`config.mk`:
```
export PLATFORM = sky130hd
export DESIGN_NAME = extended_microsecond_timebase_top
export DESIGN_NICKNAME = d
export VERILOG_FILES = /design/src/rtl/emt_pkg.sv /design/src/rtl/extended_microsecond_timebase_top.sv /design/src/rtl/emt_counter.sv /design/src/rtl/emt_lap_ram.sv
export SDC_FILE = /design/constraint.sdc
export NUM_CORES = 1
export LEC_CHECK = 0
export BUFFER_PORTS_ARGS = -buffer_cell sky130_fd_sc_hd__buf_4
export CORE_MARGIN = 5
export CORE_UTILIZATION = 30
export DETAILED_ROUTE_END_ITERATION = 12
export PLACE_DENSITY = 0.51
export RECOVER_POWER = 100
export REMOVE_ABC_BUFFERS = 1
export SLEW_MARGIN = 20
export SYNTH_ARGS = -nofsm -noshare
export SYNTH_HDL_FRONTEND = slang
export SYNTH_SLANG_ARGS = --single-unit
export TNS_END_PERCENT = 10
```
`constraint.sdc`:
```
create_clock -name clk -period 4.8 [get_ports clk]
set_input_delay 0.24 -clock clk [delete_from_list [all_inputs] [get_ports clk]]
set_output_delay 0.24 -clock clk [all_outputs]
set_load 0.05 [all_outputs]
```
`src/rtl/emt_pkg.sv`:
```
// Shared constants and types for the extended microsecond timebase.
`timescale 1ns / 1ps

package emt_pkg;

	localparam int PROFILER_SLOTS_DEF = 8;
	localparam int DIV_W = 17;
	localparam int LOW_W = 16;
	localparam int OVF_W = 32;
	localparam int TIME_W = LOW_W + OVF_W;
	localparam logic [DIV_W-1:0] DIVIDE_RESET = 17'd64;

	localparam logic [1:0] REQ_TICK = 2'd0;
	localparam logic [1:0] REQ_LAP = 2'd1;
	localparam logic [1:0] REQ_RESET = 2'd2;

	typedef struct packed {
		logic tick;
		logic clear;
	} cnt_ctrl_t;

endpackage

```
`src/rtl/extended_microsecond_timebase_top.sv`:
```
// Top level of the extended microsecond timebase: request control and lap arithmetic.
//
//  channel   | ports                                   | handshake
//  ----------+-----------------------------------------+-------------------------
//  request   | req_type, profiler_index                | start high, busy low
//  result    | time_now, lap_elapsed                   | done, one cycle
//  config    | cfg_wr_data                             | cfg_wr_en
//
// A tick, a time reset or an unused request has its result beat appear the cycle
// after acceptance, and a new request is taken every cycle while busy is low.
// A lap passes lap_s1, where the lap start memory's registered read returns, then
// done_q; busy is high for the cycle between acceptance and the memory write-back.
// Reset clears the counters and the memory valid bits at once; no clearing pass.
`timescale 1ns / 1ps

module extended_microsecond_timebase_top #(
	parameter int PROFILER_SLOTS = emt_pkg::PROFILER_SLOTS_DEF
) (
	input  logic                       clk,
	input  logic                       arst_n,
	input  logic                       start,
	output logic                       busy,
	input  logic [1:0]                 req_type,
	input  logic [2:0]                 profiler_index,
	output logic                       done,
	output logic [emt_pkg::TIME_W-1:0] time_now,
	output logic [emt_pkg::LOW_W-1:0]  lap_elapsed,
	input  logic                       cfg_wr_en,
	input  logic [emt_pkg::DIV_W-1:0]  cfg_wr_data
);

	localparam int AW = (PROFILER_SLOTS > 1) ? $clog2(PROFILER_SLOTS) : 1;

	logic                      accept;
	logic                      in_range;
	logic [7:0]                idx_ext;
	logic [AW-1:0]             addr;
	emt_pkg::cnt_ctrl_t        cnt_ctrl;
	logic [emt_pkg::LOW_W-1:0] low_count;
	logic [emt_pkg::OVF_W-1:0] overflow_count;
	logic [emt_pkg::LOW_W-1:0] rd_data;
	logic [emt_pkg::LOW_W-1:0] base_q;
	logic                      lap_s1;
	logic                      hit_s1;
	logic [AW-1:0]             addr_s1;
	logic                      done_q;
	logic [emt_pkg::LOW_W-1:0] elapsed_q;
	logic                      wr_en;
	logic [emt_pkg::LOW_W-1:0] wr_data;
	logic [emt_pkg::LOW_W-1:0] elapsed;

	assign accept = start && !busy;
	assign busy = lap_s1;
	assign idx_ext = {5'd0, profiler_index};
	assign addr = idx_ext[AW-1:0];
	assign in_range = 32'(profiler_index) < PROFILER_SLOTS;

	assign cnt_ctrl.tick = accept && (req_type == emt_pkg::REQ_TICK);
	assign cnt_ctrl.clear = accept && (req_type == emt_pkg::REQ_RESET);

	emt_counter u_counter (
		.clk            (clk),
		.arst_n         (arst_n),
		.cfg_wr_en      (cfg_wr_en),
		.cfg_wr_data    (cfg_wr_data),
		.ctrl           (cnt_ctrl),
		.low_count      (low_count),
		.overflow_count (overflow_count)
	);

	// Stored starts are kept relative to base_q, so a time reset only moves base_q.
	assign wr_en = lap_s1 && hit_s1;
	assign wr_data = low_count + base_q;
	assign elapsed = low_count - rd_data + base_q;

	emt_lap_ram #(
		.SLOTS (PROFILER_SLOTS),
		.AW    (AW)
	) u_lap_ram (
		.clk     (clk),
		.arst_n  (arst_n),
		.rd_en   (accept && (req_type == emt_pkg::REQ_LAP) && in_range),
		.rd_addr (addr),
		.rd_data (rd_data),
		.wr_en   (wr_en),
		.wr_addr (addr_s1),
		.wr_data (wr_data)
	);

	always_ff @(posedge clk or negedge arst_n) begin
		if (!arst_n) begin
			base_q <= '0;
			lap_s1 <= 1'b0;
			done_q <= 1'b0;
		end else begin
			lap_s1 <= accept && (req_type == emt_pkg::REQ_LAP);
			done_q <= (accept && (req_type != emt_pkg::REQ_LAP)) || lap_s1;
			if (cnt_ctrl.clear) begin
				base_q <= base_q + low_count;
			end
		end
	end

	always_ff @(posedge clk) begin
		if (accept) begin
			hit_s1 <= in_range;
			addr_s1 <= addr;
		end
		elapsed_q <= wr_en ? elapsed : '0;
	end

	assign done = done_q;
	assign time_now = {overflow_count, low_count};
	assign lap_elapsed = elapsed_q;

endmodule

```
`src/rtl/emt_counter.sv`:
```
// Prescaler, 16-bit low count and 32-bit overflow count with the divider register.
`timescale 1ns / 1ps

module emt_counter (
	input  logic                          clk,
	input  logic                          arst_n,
	input  logic                          cfg_wr_en,
	input  logic [emt_pkg::DIV_W-1:0]     cfg_wr_data,
	input  emt_pkg::cnt_ctrl_t            ctrl,
	output logic [emt_pkg::LOW_W-1:0]     low_count,
	output logic [emt_pkg::OVF_W-1:0]     overflow_count
);

	logic [emt_pkg::DIV_W-1:0] divide_q;
	logic [emt_pkg::LOW_W-1:0] presc_q;
	logic [emt_pkg::LOW_W-1:0] low_q;
	logic [emt_pkg::OVF_W-1:0] ovf_q;
	logic [emt_pkg::DIV_W-1:0] reload_full;
	logic [emt_pkg::LOW_W-1:0] reload;

	assign reload_full = divide_q - emt_pkg::DIV_W'(1);
	assign reload = reload_full[emt_pkg::LOW_W-1:0];

	always_ff @(posedge clk or negedge arst_n) begin
		if (!arst_n) begin
			divide_q <= emt_pkg::DIVIDE_RESET;
			presc_q <= '0;
			low_q <= '0;
			ovf_q <= '0;
		end else begin
			if (cfg_wr_en) begin
				divide_q <= cfg_wr_data;
			end
			if (ctrl.clear) begin
				low_q <= '0;
				ovf_q <= '0;
			end else if (ctrl.tick) begin
				if (presc_q >= reload) begin
					presc_q <= '0;
					low_q <= low_q + emt_pkg::LOW_W'(1);
					if (&low_q) begin
						ovf_q <= ovf_q + emt_pkg::OVF_W'(1);
					end
				end else begin
					presc_q <= presc_q + emt_pkg::LOW_W'(1);
				end
			end
		end
	end

	assign low_count = low_q;
	assign overflow_count = ovf_q;

endmodule

```
`src/rtl/emt_lap_ram.sv`:
```
// Lap start memory with one registered read port, one write port and per-entry valid bits.
`timescale 1ns / 1ps

module emt_lap_ram #(
	parameter int SLOTS = emt_pkg::PROFILER_SLOTS_DEF,
	parameter int AW = 3
) (
	input  logic                      clk,
	input  logic                      arst_n,
	input  logic                      rd_en,
	input  logic [AW-1:0]             rd_addr,
	output logic [emt_pkg::LOW_W-1:0] rd_data,
	input  logic                      wr_en,
	input  logic [AW-1:0]             wr_addr,
	input  logic [emt_pkg::LOW_W-1:0] wr_data
);

	logic [emt_pkg::LOW_W-1:0] mem [SLOTS];
	logic [SLOTS-1:0]          valid_q;
	logic [emt_pkg::LOW_W-1:0] rd_q;

	always_ff @(posedge clk) begin
		if (wr_en) begin
			mem[wr_addr] <= wr_data;
		end
		if (rd_en) begin
			rd_q <= valid_q[rd_addr] ? mem[rd_addr] : '0;
		end
	end

	always_ff @(posedge clk or negedge arst_n) begin
		if (!arst_n) begin
			valid_q <= '0;
		end else if (wr_en) begin
			valid_q[wr_addr] <= 1'b1;
		end
	end

	assign rd_data = rd_q;

endmodule

```
* Word level (Yosys, flattened, before mapping)
Memories as Yosys holds them, arrays and structs flattened. A register that Yosys moved wholly into a read port is not among the register bits.
Index checks and enable logic that the tools add are counted.
** Cells by class
- $add $sub $neg :: 7
- Equal/unequal tests :: 3
- $lt $le $gt $ge :: 4
- Bitwise operators :: 2
- Reductions and logical operators :: 17
- Mux-type cells :: 14
** Operator list (number)
- two-way mux 32 bit :: 4
- two-way mux 16 bit :: 4
- adder 16 x 1 -> 16 bit (second input constant) :: 2
- adder 16 bit :: 2
- adder 32 x 1 -> 32 bit (second input constant) :: 1
- greater-or-equal comparator 16 bit :: 1
- AND reduction 16 bit :: 1
- subtractor 16 x 1 -> 16 bit (second input constant) :: 1
- subtractor 16 bit :: 1
- less-than comparator 3 x 4 -> 1 bit (second input constant) :: 2
- OR 8 bit :: 1
- logical AND 1 bit :: 6
- nonzero test 2 bit :: 3
- two-way mux 1 bit :: 4
- AND reduction 2 bit :: 2
- binary-select mux 1 bit (select 3 bit) :: 1
- demux 1 bit (select 3 bit) :: 1
- greater-or-equal comparator 3 x 1 -> 1 bit (second input constant) :: 1
- AND reduction 3 bit :: 1
- == test 2 x 1 -> 1 bit (second input constant) :: 1
- == test 2 bit (second input constant) :: 1
- zero test 1 bit :: 2
- zero test 2 bit :: 1
- != test 2 x 1 -> 1 bit (second input constant) :: 1
- 2 further kinds :: 2
** Storage, ports and cells
- Memories kept :: 1
- Logic and storage cells :: 58
- Memory bits (writable) :: 128
- Output and inout bits :: 66
- Register bits :: 125
** Memory list
- u_lap_ram.mem :: depth 8, bits a word 16, read ports 1, clocked after memory_dff 1, wr ports 1, line emt_lap_ram.sv:18 : logic [emt_pkg::LOW_W-1:0] mem [SLOTS];

* Logic depth before layout (Yosys ltp)
- Depth after elaboration :: 5
- Depth in mapped cells :: 17
- Gate-level depth less buffers :: 14

* Hierarchy
Synthesis repeated with hierarchy kept, for this count alone.
** Unflattened totals
- Cell total of the unflattened synthesis :: 1083
- Area, all modules :: 13580.5 µm²
** By module, submodules not included
- emt_lap_ram :: seq. area each 4524.3 µm², cells an instance 251, times used 1, area each 5713.0 µm²
- emt_counter :: seq. area each 2003.2 µm², cells an instance 475, times used 1, area each 4735.8 µm²
- extended_microsecond_timebase_top :: seq. area each 860.8 µm², cells an instance 357, times used 1, area each 3131.8 µm²

* Least setup slack after synthesis
OpenSTA, ideal clock, no wires.
- Path type :: reg-to-reg
- Start point :: register u_counter.divide_q[0] (netlist bit)
- End point :: register u_counter.low_q (netlist bit u_counter.low_count[13])
- Path slack :: 1.189 ns
- Data required time :: 4.713 ns
- Cell stages (with the launch flop) :: 17
- Data arrival time :: 3.524 ns
- Period minus slack after synthesis :: 3.611 ns
- Path buffers :: 3
- Path through :: dfrtp_1 > inv_1 > ha_1 > nand2_1 > or3_1 > nand2b_1 > nor3_1 > xnor2_1 > ha_1 > nand4_1 > or4_1 > o211a_1 > buf_2 > buf_2 > clkbuf_1 > nor3_1 > mux2i_1
** Between the ends
- Word-level cells in the longest chain between the ends :: 4
** RTL lines
- start, declared :: line emt_counter.sv:14 : logic [emt_pkg::DIV_W-1:0] divide_q;
- start signal, assigned :: line emt_counter.sv:26 : divide_q <= emt_pkg::DIVIDE_RESET;
- start signal, assigned :: line emt_counter.sv:32 : divide_q <= cfg_wr_data;
- subtractor 16 x 1 -> 16 bit :: line emt_counter.sv:21 : assign reload_full = divide_q - emt_pkg::DIV_W'(1);
- greater-or-equal comparator 16 bit :: line emt_counter.sv:38 : if (presc_q >= reload) begin
- nonzero test 2 bit (no source line)
- AND reduction 2 bit (no source line)
- end signal, assigned :: line emt_counter.sv:40 : low_q <= low_q + emt_pkg::LOW_W'(1);
- end, declared :: line emt_counter.sv:16 : logic [emt_pkg::LOW_W-1:0] low_q;
Every way passes these cells.
A chain may end at the register's enable or synchronous reset.

* Worst setup path after layout
- Start point :: register u_counter.divide_q[2] (netlist bit)
- End point :: register u_counter.presc_q[13] (netlist bit)
** Between the ends
- Word-level cells in the longest chain between the ends :: 3
** RTL lines
- subtractor 16 x 1 -> 16 bit :: line emt_counter.sv:21
- greater-or-equal comparator 16 bit :: line emt_counter.sv:38
- two-way mux 16 bit :: line emt_counter.sv:38
- end signal, assigned :: line emt_counter.sv:45 : presc_q <= presc_q + emt_pkg::LOW_W'(1);
- end, declared :: line emt_counter.sv:15 : logic [emt_pkg::LOW_W-1:0] presc_q;
Every way passes these cells.

==> impl_metrics.toml <==
[outcome]
status = "finished, violations left"
violations = "max-capacitance violations, max-slew violations"

[setup_path]
rrSetupSlack_ns = 0.66
worstSetupEndpointType = "flip-flop"
critPathLaunch = "u_counter.divide_q[2]$_DFFE_PN0P_"
crit_path_cell_trace = "nor2_1 -> nand3_1 -> or3_1 -> nand2b_1 -> nor4_1 -> xnor2_1 -> ha_1 -> nand4_1 -> or4_1 -> o211a_1 -> nor2_1 -> clkbuf_1 -> nor2_1"
cpPeakStageDelay_ns = 0.58
cp.depth = 13
worst_path_max_delay_cell = "or4_1"
r2r_end = "u_counter.presc_q[13]$_DFFE_PN0P_"
crit_type = "flip-flop to flip-flop"
cp_common_cell = "nor2_1"
crit_arrival_ns = 4.50
worstReg2RegStart = "u_counter.divide_q[2]$_DFFE_PN0P_"
critPathTopFamily = "simple AND/OR/NAND/NOR gates"
worst-path-buf-inv = 1
required_ns = 5.16
crit_fanout = 11
reg2regPathDepth = 13
start_kind = "flip-flop"

[yosys]
ys_types = 68
post_synth.cell_area_avg_um2 = 12.2
ys_top_cells_by_count = "147 x edfxtp_1, 105 x dfrtp_1, 91 x nand2_1"
syn-instance-count = 1097
yosysSeqAreaShare = 0.551
synth-edff-count = 147
yosysTopAreaCell = "edfxtp_1"
synthFlopType = "edfxtp_1"
synth_area_mm2 = 0.0134
synth_top_area_frac = 0.329
ys_seq_elements = 269
yosysMostFrequentCell = "edfxtp_1"
yosysWarnings = 0
async_reset_ff_frac = 0.394
yosys-top-cells-area = "edfxtp_1 33%, dfrtp_1 20%, mux4_2 5.7%"

[cts]
clockBufferDepth = 3
cts_root_buf = "clkbuf_16"
cts_max_level = 2
cts_tree = "done"
cts_resized = 0
cts.sinks = 269
numCtsBuffers = 35
clkLatencyLatePin_ns = 0.52
clkTransAtPathRegs_ns = 0.05

[min_path]
whs_endpoint = "done$_DFF_PN0_"
hold_depth = 4
worstHoldStart = "req_type[0]"
hold_class = "input port to flip-flop"

[timing]
finalCriticalPeriod_ns = 4.14
timing.hold.ws_ns = 0.0680
tightest_slew_ns = 3.06
timing.slew.headroom = -1.04
hold_violations = 0
setup-tns-final_ns = 0
setup_ws_ns = 0.660
rsz0062_at_grt = "false"
fin_skew_ns = 0.0140
setup_viol = 0
min_period_over_period = 0.862
fmax_mhz = 242
slew_viol_final = 200

[final_layout]
drive_gt1_frac = 0.123
syn_to_final_growth_pct = 17.8
fin_util = 0.357
finalNetCount = 1316
register_area_mm2 = 0.00739
n_fill_cell = 4358
multiInputGateArea_mm2 = 0.00559
antenna_cells = 0
stdcell_area_mm2 = 0.0158

[floorplan]
fp.dieW_um = 221
start_util = 0.303
core-area_mm2 = 0.0442
die_height_um = 221
std_cell_rows = 77
io_pins = 92
dieArea_mm2 = 0.0490

[place]
hpwl_um = 22400
numPortBuffers = 90
place_area_mm2 = 0.0149
place_ws_ns = 0.768
gp_congestion = 0.812

[route]
vias = 8936
viasPerCell = 4.85
drtPass1Iterations = 6
drt_iter0_markers = 616
ant_nets = 0
drt-total-wl_um = 33200
route.detailed.drc = 0
avgRoutedWirePerCell_um = 18.0

[power_and_ir_drop]
p_leak_uw = 0.00605
power_density_mw_per_mm2 = 407
peakVddDrop_mv = 0.264

[global_routing]
grt_use_total = 0.133
overflow = 0
grt_pass1_vias = 9059
grt_max_degree = 64
grt_pass1_wl_um = 52300
antenna_found_initial = 0

[job]
maxCapViolCount = 5
-- report_power, final --
part	internal, uW	switching [uW]
clock	1450	966
combinational	473	754
sequential	2680	99.1
-- worst register-to-register path, stage by stage, from the launching register on --
cell and delay (ns):
dfrtp_1 0.41, nor2_1 0.15, nand3_1 0.11, or3_1 0.37, nand2b_1 0.20, nor4_1 0.26
xnor2_1 0.12, ha_1 0.30, nand4_1 0.15, or4_1 0.58, o211a_1 0.39, nor2_1 0.37
clkbuf_1 0.47, nor2_1 0.12
-- how the worst max path moves through the flow --
stage	endpoint	slack [ns]
global route	u_counter.presc_q[13]$_DFFE_PN0P_	0.29
finish	u_counter.presc_q[13]$_DFFE_PN0P_	0.66
global placement	u_counter.overflow_count[23]$_DFFE_PN0P_	0.88
CTS	u_counter.low_count[9]$_DFFE_PN0P_	0.77
floorplan	base_q[15]$_DFFE_PN0P_	0.05
detailed placement	u_counter.low_count[9]$_DFFE_PN0P_	0.77
-- layout make-up --
cell class | instances | share of cell area
repair buffers | 128 | 0.0449
well taps | 592 | 0.0469
clock buffers | 54 | 0.0639
flip-flops and latches | 269 | 0.468
multi-input cells | 712 | 0.354
inverters | 77 | 0.0183
clock inverters | 10 | 0.00436
-- stage by stage --
step	total power (uW)	cells
floorplan	3650	1058
global placement	4040	1760
detailed placement	4060	1760
CTS	6540	1842
global route	6770	1842
finish	6420	1842
-- layer usage --
layer / vias up / track usage / share of wire
met4: 0 / 0.0298 / 0.017
met5: - / 0 / 0
met2: 186 / 0.223 / 0.47
met3: 47 / 0.0310 / 0.051
met1: 4417 / 0.176 / 0.46
li1: 4286 / - / -
-- flip-flops by register name, summed over array words and instances, names as in the netlist, 3 cells and up --
signal / count
u_lap_ram.mem: 128
u_lap_ram.rd_data: 16
addr_s1: 3
u_counter.divide_q: 16
u_lap_ram.valid_q: 8
base_q: 16
u_counter.presc_q: 16
lap_elapsed: 16
u_counter.overflow_count: 32
u_counter.low_count: 16
-- placed cells by master (no fill, tap or decap), types with 29 or more instances in the layout --
cell type	count
nand2_1	91
mux2i_1	45
edfxtp_1	147
ha_1	51
clkbuf_16	36
a21oi_1	38
dfrtp_1	105
nand3_1	31
nor2_1	75
mux4_2	34
clkbuf_1	95
xnor2_1	29
inv_1	76
o21ai_0	31
-- cells by family after synthesis --
kind of cell / share of synthesized area
compound gates: 0.0712
xor+xnor: 0.0294
fa+ha+maj: 0.0715
buf+inv: 0.0331
flops: 0.551
mux: 0.109
simple gates: 0.135
-- timing repair --
action                                 CTS  global route
endpoints found under the hold margin   79             0
buffers inserted                         0             0
hold buffers                            18             0
(Power assumes the default switching activity.)
